File: src/sv/dass_pkg.sv
// ----------------------------------------------------------------------------
// dass_pkg
// Shared types, codes and constants of the dual converter scan sequencer.
// ----------------------------------------------------------------------------
package dass_pkg;

   // number of converter inputs scanned per device
   localparam int CHANNELS_DEF = 4;
   localparam int CHAN_W       = 2;
   localparam int CACHE_DEPTH  = 8;
   localparam int CACHE_AW     = 3;

   // reset values of the control registers
   localparam logic       RST_SCAN_ENABLE = 1'b1;
   localparam logic [7:0] RST_CONVERT_WAIT = 8'd8;
   localparam logic [6:0] RST_DEV_A_ADDR  = 7'h48;
   localparam logic [6:0] RST_DEV_B_ADDR  = 7'h49;
   localparam logic [7:0] RST_CFG_LOW     = 8'h83;

   // fixed bytes of the bus commands
   localparam logic [7:0] CFG_REG_PTR     = 8'h01;
   localparam logic [7:0] CONV_REG_PTR    = 8'h00;

   typedef enum logic [1:0] {
      OP_POLL  = 2'd0,
      OP_DONE  = 2'd1,
      OP_ERROR = 2'd2,
      OP_HOST  = 2'd3
   } opcode_type;

   typedef enum logic [1:0] {
      KIND_CONFIG  = 2'd0,
      KIND_POINTER = 2'd1,
      KIND_READ    = 2'd2
   } cmd_kind_type;

   typedef enum logic [2:0] {
      REG_SCAN_ENABLE  = 3'd0,
      REG_CONVERT_WAIT = 3'd1,
      REG_DEV_A_ADDR   = 3'd2,
      REG_DEV_B_ADDR   = 3'd3,
      REG_CFG_LOW      = 3'd4
   } reg_index_type;

   typedef struct packed {
      logic       scan_enable;
      logic [7:0] convert_wait_ms;
      logic [6:0] device_a_address;
      logic [6:0] device_b_address;
      logic [7:0] config_low_byte;
   } csr_type;

   typedef struct packed {
      logic [1:0]  opcode;
      logic [31:0] now_ms;
      logic [15:0] rx_word;
      logic [3:0]  error_code;
      logic [3:0]  host_index;
   } req_item_type;

   typedef struct packed {
      logic        cmd_valid;
      logic [1:0]  cmd_kind;
      logic [6:0]  cmd_address;
      logic [23:0] cmd_bytes;
      logic [15:0] host_data;
      logic        error_flag;
      logic [3:0]  error_last;
   } rsp_item_type;

   // mux field of the converter config word, one code per input
   function automatic logic [7:0] mux_byte(input logic [CHAN_W-1:0] ch);
      logic [7:0] code;
      case (ch)
         2'd0:    code = 8'hC9;
         2'd1:    code = 8'hD9;
         2'd2:    code = 8'hE9;
         default: code = 8'hF9;
      endcase
      return code;
   endfunction

endpackage

File: src/sv/dass_core.sv
// ----------------------------------------------------------------------------
// dass_core
// Scan phase machine, result cache and error record; one item per step.
// ----------------------------------------------------------------------------
module dass_core
   import dass_pkg::*;
#(
   parameter int CHANNELS = CHANNELS_DEF
) (
   input  logic         clock,
   input  logic         reset,
   input  logic         step,
   input  req_item_type item,
   input  csr_type      csr,
   output rsp_item_type result
);

   typedef enum logic [2:0] {
      PH_CONFIG  = 3'd0,
      PH_POINTER = 3'd1,
      PH_WAIT    = 3'd2,
      PH_READ    = 3'd3,
      PH_CACHE   = 3'd4
   } phase_type;

   phase_type           phase_ff, phase_in;
   logic                dev_sel_ff, dev_sel_in;
   logic [CHAN_W-1:0]   channel_ff, channel_in;
   logic                busy_ff, busy_in;
   logic [31:0]         wait_start_ff, wait_start_in;
   logic [15:0]         rx_hold_ff, rx_hold_in;
   logic                err_seen_ff, err_seen_in;
   logic [3:0]          err_code_ff, err_code_in;

   logic [15:0]         cache_ff [CACHE_DEPTH];
   logic                cache_we;
   logic [CACHE_AW-1:0] cache_wa;

   logic [6:0]          dev_addr;
   logic [31:0]         elapsed;

   assign dev_addr = dev_sel_ff ? csr.device_b_address : csr.device_a_address;
   assign elapsed  = item.now_ms - wait_start_ff;

   always_comb begin
      phase_in      = phase_ff;
      dev_sel_in    = dev_sel_ff;
      channel_in    = channel_ff;
      busy_in       = busy_ff;
      wait_start_in = wait_start_ff;
      rx_hold_in    = rx_hold_ff;
      err_seen_in   = err_seen_ff;
      err_code_in   = err_code_ff;
      cache_we      = 1'b0;
      cache_wa      = {1'b0, channel_ff};
      result        = '0;

      if (step) begin
         case (item.opcode)
            OP_POLL: begin
               if (csr.scan_enable && !busy_ff) begin
                  unique case (phase_ff)
                     PH_CONFIG: begin
                        busy_in            = 1'b1;
                        result.cmd_valid   = 1'b1;
                        result.cmd_kind    = KIND_CONFIG;
                        result.cmd_address = dev_addr;
                        result.cmd_bytes   = {CFG_REG_PTR, mux_byte(channel_ff),
                                              csr.config_low_byte};
                        if (dev_sel_ff) begin
                           phase_in = PH_POINTER;
                        end
                        dev_sel_in = !dev_sel_ff;
                     end
                     PH_POINTER: begin
                        busy_in            = 1'b1;
                        result.cmd_valid   = 1'b1;
                        result.cmd_kind    = KIND_POINTER;
                        result.cmd_address = dev_addr;
                        result.cmd_bytes   = {CONV_REG_PTR, 16'h0000};
                        if (dev_sel_ff) begin
                           wait_start_in = item.now_ms;
                           phase_in      = PH_WAIT;
                        end
                        dev_sel_in = !dev_sel_ff;
                     end
                     PH_WAIT: begin
                        if (elapsed > {24'h000000, csr.convert_wait_ms}) begin
                           phase_in = PH_READ;
                        end
                     end
                     PH_READ: begin
                        busy_in            = 1'b1;
                        result.cmd_valid   = 1'b1;
                        result.cmd_kind    = KIND_READ;
                        result.cmd_address = dev_addr;
                        phase_in           = PH_CACHE;
                     end
                     PH_CACHE: begin
                        cache_we = 1'b1;
                        if (dev_sel_ff) begin
                           // second device lands in the upper half of the cache
                           cache_wa = {1'b0, channel_ff} + CACHE_AW'(CHANNELS);
                           if (channel_ff == CHAN_W'(CHANNELS - 1)) begin
                              channel_in = '0;
                           end else begin
                              channel_in = channel_ff + 1'b1;
                           end
                           phase_in = PH_CONFIG;
                        end else begin
                           phase_in = PH_READ;
                        end
                        dev_sel_in = !dev_sel_ff;
                     end
                     default: phase_in = PH_CONFIG;
                  endcase
               end
            end
            OP_DONE: begin
               // only a finished read carries data worth keeping
               if (busy_ff && phase_ff == PH_CACHE) begin
                  rx_hold_in = item.rx_word;
               end
               busy_in = 1'b0;
            end
            OP_ERROR: begin
               busy_in     = 1'b0;
               err_seen_in = 1'b1;
               err_code_in = item.error_code;
            end
            OP_HOST: begin
               if (!item.host_index[3]) begin
                  result.host_data = cache_ff[item.host_index[CACHE_AW-1:0]];
               end
            end
            default: ;
         endcase
      end

      result.error_flag = err_seen_in;
      result.error_last = err_code_in;
   end

   always_ff @(posedge clock) begin
      if (reset) begin
         phase_ff      <= PH_CONFIG;
         dev_sel_ff    <= 1'b0;
         channel_ff    <= '0;
         busy_ff       <= 1'b0;
         wait_start_ff <= '0;
         rx_hold_ff    <= '0;
         err_seen_ff   <= 1'b0;
         err_code_ff   <= '0;
      end else begin
         phase_ff      <= phase_in;
         dev_sel_ff    <= dev_sel_in;
         channel_ff    <= channel_in;
         busy_ff       <= busy_in;
         wait_start_ff <= wait_start_in;
         rx_hold_ff    <= rx_hold_in;
         err_seen_ff   <= err_seen_in;
         err_code_ff   <= err_code_in;
      end
   end

   always_ff @(posedge clock) begin
      if (reset) begin
         for (int i = 0; i < CACHE_DEPTH; i++) begin
            cache_ff[i] <= '0;
         end
      end else if (cache_we) begin
         cache_ff[cache_wa] <= rx_hold_ff;
      end
   end

   // a started transfer leaves the sequencer busy
   assert property (@(posedge clock) disable iff (reset)
      step && result.cmd_valid |=> busy_ff)
      else $error("busy not set after command");

   // nothing is issued while a transfer is outstanding
   assert property (@(posedge clock) disable iff (reset)
      step && busy_ff |-> !result.cmd_valid)
      else $error("command issued while busy");

   // error record is sticky
   assert property (@(posedge clock) disable iff (reset)
      err_seen_ff |=> err_seen_ff)
      else $error("error flag dropped");

   assert property (@(posedge clock) disable iff (reset)
      {1'b0, channel_ff} < (CHAN_W + 1)'(CHANNELS))
      else $error("channel out of range");

endmodule

File: src/sv/dual_adc_scan_sequencer_top.sv
// ----------------------------------------------------------------------------
// dual_adc_scan_sequencer_top
// Round-robin scan sequencer for two four-input converters on one bus.
// ----------------------------------------------------------------------------
// path: a transferred request is registered, then its result is registered
//   in the output register, which waits while rsp_stall holds a response
// throughput: one item per cycle unless stalled; one-step phase machine
// reset: phase machine, busy and error record cleared, cache zeroed at once,
//   control registers to defaults; no clearing pass, ready right after reset
module dual_adc_scan_sequencer_top
   import dass_pkg::*;
#(
   parameter int CHANNELS = CHANNELS_DEF
) (
   input  logic        clock,
   input  logic        reset,

   input  logic        req_valid,
   output logic        req_stall,
   input  logic [1:0]  req_opcode,
   input  logic [31:0] req_now_ms,
   input  logic [15:0] req_rx_word,
   input  logic [3:0]  req_error_code,
   input  logic [3:0]  req_host_index,

   output logic        rsp_valid,
   input  logic        rsp_stall,
   output logic        rsp_cmd_valid,
   output logic [1:0]  rsp_cmd_kind,
   output logic [6:0]  rsp_cmd_address,
   output logic [23:0] rsp_cmd_bytes,
   output logic [15:0] rsp_host_data,
   output logic        rsp_error_flag,
   output logic [3:0]  rsp_error_last,

   input  logic        csr_valid,
   output logic        csr_ready,
   input  logic [2:0]  csr_index,
   input  logic [7:0]  csr_data
);

   csr_type      csr_ff, csr_in;
   logic         in_valid_ff, in_valid_in;
   req_item_type in_item_ff;
   logic         out_valid_ff, out_valid_in;
   rsp_item_type out_item_ff;
   rsp_item_type core_result;
   logic         advance;
   logic         req_xfer;

   assign advance   = in_valid_ff && (!out_valid_ff || !rsp_stall);
   assign req_stall = in_valid_ff && !advance;
   assign req_xfer  = req_valid && !req_stall;
   assign csr_ready = 1'b1;

   always_comb begin
      csr_in = csr_ff;
      if (csr_valid) begin
         unique case (csr_index)
            REG_SCAN_ENABLE:  csr_in.scan_enable      = csr_data[0];
            REG_CONVERT_WAIT: csr_in.convert_wait_ms  = csr_data;
            REG_DEV_A_ADDR:   csr_in.device_a_address = csr_data[6:0];
            REG_DEV_B_ADDR:   csr_in.device_b_address = csr_data[6:0];
            REG_CFG_LOW:      csr_in.config_low_byte  = csr_data;
            default: ;
         endcase
      end
   end

   always_comb begin
      in_valid_in = in_valid_ff;
      if (req_xfer) begin
         in_valid_in = 1'b1;
      end else if (advance) begin
         in_valid_in = 1'b0;
      end

      out_valid_in = out_valid_ff;
      if (advance) begin
         out_valid_in = 1'b1;
      end else if (!rsp_stall) begin
         out_valid_in = 1'b0;
      end
   end

   always_ff @(posedge clock) begin
      if (reset) begin
         csr_ff.scan_enable      <= RST_SCAN_ENABLE;
         csr_ff.convert_wait_ms  <= RST_CONVERT_WAIT;
         csr_ff.device_a_address <= RST_DEV_A_ADDR;
         csr_ff.device_b_address <= RST_DEV_B_ADDR;
         csr_ff.config_low_byte  <= RST_CFG_LOW;
         in_valid_ff             <= 1'b0;
         out_valid_ff            <= 1'b0;
      end else begin
         csr_ff       <= csr_in;
         in_valid_ff  <= in_valid_in;
         out_valid_ff <= out_valid_in;
      end
   end

   always_ff @(posedge clock) begin
      if (req_xfer) begin
         in_item_ff.opcode     <= req_opcode;
         in_item_ff.now_ms     <= req_now_ms;
         in_item_ff.rx_word    <= req_rx_word;
         in_item_ff.error_code <= req_error_code;
         in_item_ff.host_index <= req_host_index;
      end
      if (advance) begin
         out_item_ff <= core_result;
      end
   end

   dass_core #(
      .CHANNELS (CHANNELS)
   ) u_core (
      .clock  (clock),
      .reset  (reset),
      .step   (advance),
      .item   (in_item_ff),
      .csr    (csr_ff),
      .result (core_result)
   );

   assign rsp_valid       = out_valid_ff;
   assign rsp_cmd_valid   = out_item_ff.cmd_valid;
   assign rsp_cmd_kind    = out_item_ff.cmd_kind;
   assign rsp_cmd_address = out_item_ff.cmd_address;
   assign rsp_cmd_bytes   = out_item_ff.cmd_bytes;
   assign rsp_host_data   = out_item_ff.host_data;
   assign rsp_error_flag  = out_item_ff.error_flag;
   assign rsp_error_last  = out_item_ff.error_last;

endmodule

File: config.mk
export PLATFORM = sky130hd
export DESIGN_NAME = dual_adc_scan_sequencer_top
export DESIGN_NICKNAME = d
export VERILOG_FILES = /design/src/sv/dass_pkg.sv /design/src/sv/dass_core.sv /design/src/sv/dual_adc_scan_sequencer_top.sv
export SDC_FILE = /design/constraint.sdc
export NUM_CORES = 1
export LEC_CHECK = 0
export BUFFER_PORTS_ARGS = -buffer_cell sky130_fd_sc_hd__buf_2
export CELL_PAD_IN_SITES_DETAIL_PLACEMENT = 0
export CELL_PAD_IN_SITES_GLOBAL_PLACEMENT = 1
export CORE_MARGIN = 8
export CORE_UTILIZATION = 41
export CTS_CLUSTER_SIZE = 30
export DETAILED_ROUTE_END_ITERATION = 12
export PLACE_DENSITY = 0.75
export SYNTH_ARGS = -nofsm -noshare
export SYNTH_HDL_FRONTEND = slang
export SYNTH_SLANG_ARGS = --single-unit
File: constraint.sdc
create_clock -name clock -period 5.5 [get_ports clock]
set_input_delay 0.825 -clock clock [delete_from_list [all_inputs] [get_ports clock]]
set_output_delay 0.825 -clock clock [all_outputs]
set_load 0.05 [all_outputs]
==> flow_summary.json <==
{
  "synth_edf_count": 229,
  "finalSetupViolCount": 0,
  "final_common_cell": "edfxtp_1",
  "diodes": 0,
  "worstPathRequired_ps": 5920,
  "avgSynthCellArea_um2": 11.8,
  "ctsHoldBuffers": 0,
  "cts_tree": "built",
  "critical_path_class": "flip-flop to flip-flop",
  "mostFrequentLayoutCells": "edfxtp_1 (229), nand2_1 (152), and2_1 (138)",
  "grt.total_usage": 0.158,
  "seq_area_um2": 8740,
  "viasPerCell": 5.10,
  "cellLeakagePower_nw": 6.24,
  "drc": 0,
  "grt_pass1_vias": 9694,
  "drt-pass1-iter-count": 4,
  "drt_wl_total_mm": 33.5,
  "clockRootBuffer": "clkbuf_16",
  "busiest_layer": "met2",
  "synth_ff_type": "edfxtp_1",
  "crit_arrival_ps": 4580,
  "yosys-top-cells-area": "edfxtp_1 (47%), dfxtp_1 (13%), and2_1 (5.8%), mux4_2 (4.9%), ha_1 (3.9%)",
  "use_met3": 0.0251,
  "drive_above_1_share": 0.177,
  "cp_max_fo": 5,
  "tightest_slew_ps": 1170,
  "fin_hold_ws_ps": 448,
  "yosysTopAreaCellShare": 0.465,
  "coreArea_um2": 35600,
  "finalNonFillerCells": 1859,
  "met1_usage": 0.190,
  "synthArstFlopShare": 0,
  "grt_max_degree": 104,
  "syn-cell-area_um2": 14800,
  "maxCapViolations": 0,
  "start_util": 0.416,
  "std_cell_rows": 69,
  "critPathCaptureType": "flip-flop",
  "vdd.ir_drop.worst_v": 0.000218,
  "ioPinCount": 132,
  "n_fill_cell": 3257,
  "clk_pin_slew_ps": 60,
  "area_delta_synth_final_pct": 15.2,
  "cts_sinks": 322,
  "clk_latency_ps": 550,
  "post_cts_resized": 0,
  "wl_per_cell_um": 18.0,
  "drv_slew": 0,
  "hold_viol": 0,
  "timing.fmax_ghz": 0.240,
  "status": "finished, final reports clean",
  "rsz0062_at_grt": "false",
  "synthDistinctLibCells": 63,
  "hp-class": "input pin to flip-flop",
  "p_per_area_nw_per_um2": 330,
  "finalClockSkew_ps": 20.5,
  "layout_min_cycle_time_ps": 4160,
  "grt_util_met2": 0.288,
  "antenna_found_initial": 0,
  "postRouteAntennaNets": 0,
  "synth-seq-area-share": 0.591,
  "finalCritPeriodShare": 0.757,
  "design_area_um2": 17000,
  "yosys.area.top_type": "edfxtp_1",
  "p_total_w": 0.00563,
  "dp.cells": 1792,
  "cts_buffer_depth": 3,
  "grt-ovfl-total": 0,
  "startpoint_type": "flip-flop",
  "final_nets": 1491,
  "placed_cell_area_um2": 15800,
  "post_cts_buffers": 0,
  "num_vias": 9476,
  "place_congestion": 0.835,
  "slew_headroom": 0.222,
  "htree_levels": 2,
  "netlist_instances": 1256,
  "yosysWarnings": 0,
  "cts_buffers": 37,
  "grt_pass1_wl_mm": 52.6,
  "die_area_um2": 42400,
  "ys_ff_latch": 322,
  "dpl.hpwl_mm": 22.8,
  "port_buffers": 121,
  "fp.dieW_um": 206,
  "multi_input_area_um2": 5580,
  "first_iter_violations": 383,
  "fp.dieH_um": 206,
  "final.setup.tns_ps": 0
}
cell families after synthesis:
family          synth area share
mux                       0.0865
compound gates            0.0745
buf+inv                   0.0343
fa+ha+maj                 0.0403
xor+xnor                  0.0107
flops                      0.591
simple gates               0.162
other cells             0.000508
layer usage:
metal  wire, um  share of wire
met1      14000           0.42
met2      17500           0.52
met3       1340          0.040
met4        671          0.020
met5          0              0
final cells by class:
class,count,area share
Sequential cell,322,0.513
Multi-Input combinational cell,822,0.327
Clock buffer,57,0.0642
Timing Repair Buffer,137,0.0428
Tap cell,461,0.0339
Inverter,50,0.0110
Clock inverter,10,0.00757
state kept, by name, summed over array words and instances (netlist names), 2 cells and up:
signal,flops
u_core.cache_ff,128
in_item_ff,58
u_core.wait_start_ff,32
csr_ff,31
rsp_host_data,16
u_core.rx_hold_ff,16
rsp_cmd_bytes,12
rsp_cmd_address,7
rsp_error_last,4
u_core.err_code_ff,4
u_core.phase_ff,3
rsp_cmd_kind,2
u_core.channel_ff,2
final timing paths:
kind | start | end | slack (ps) | cells past startpoint
max | in_item_ff[28] | u_core.phase_ff[2] | 1340 | 17
min reg2reg | csr_ff[2] | csr_ff[2] | 450 | 2
max reg2reg | in_item_ff[28] | u_core.phase_ff[2] | 1340 | 17
min | req_rx_word[8] | in_item_ff[16] | 450 | 1
cell usage after synthesis, drive strengths merged (3+ instances only):
master	count
mux4	32
nand3	11
nor4	3
mux2i	49
clkbuf	44
nor2b	13
a211oi	5
and2	138
a21o	7
a211o	4
nor2	88
or4	4
nand2b	8
mux2	6
or2	11
nor3	20
and3	8
o211ai	4
a21oi	92
inv	50
nand2	152
xnor2	11
a31oi	5
o21a	13
a21boi	3
edfxtp	229
buf	26
dfxtp	93
nand3b	7
o21ai	26
xor2	7
o2111ai	4
or3	3
ha	46
nand4	9
worst max-delay path, cell delays in order (launching register included):
cell and delay [ps]:
edfxtp_1 400, ha_1 390, a21o_1 210, a31o_2 230, nor2_1 160, or2_2 160
nand2_1 60, xor2_1 150, ha_1 320, a21oi_1 150, o21ai_0 90, o22a_1 190
a2111o_1 280, nor4_1 260, nor4b_2 310, nand4_1 160, o21ai_2 200, mux2_1 330
power by group:
group | leakage (nW) | switching (W) | internal (W)
Sequential | 2.94 | 0.0000369 | 0.00270
Clock | 0.598 | 0.000970 | 0.00147
Combinational | 2.71 | 0.000291 | 0.000159
Total | 6.24 | 0.00130 | 0.00433
through the flow:
stage	worst slack (ps)	util
3_3_place_gp	1420	0.444
4_1_cts	1310	0.479
2_1_floorplan	1190	-
5_1_grt	1050	0.479
6_report	1340	0.479
3_5_place_dp	1330	0.444
(Power assumes the default switching activity.)
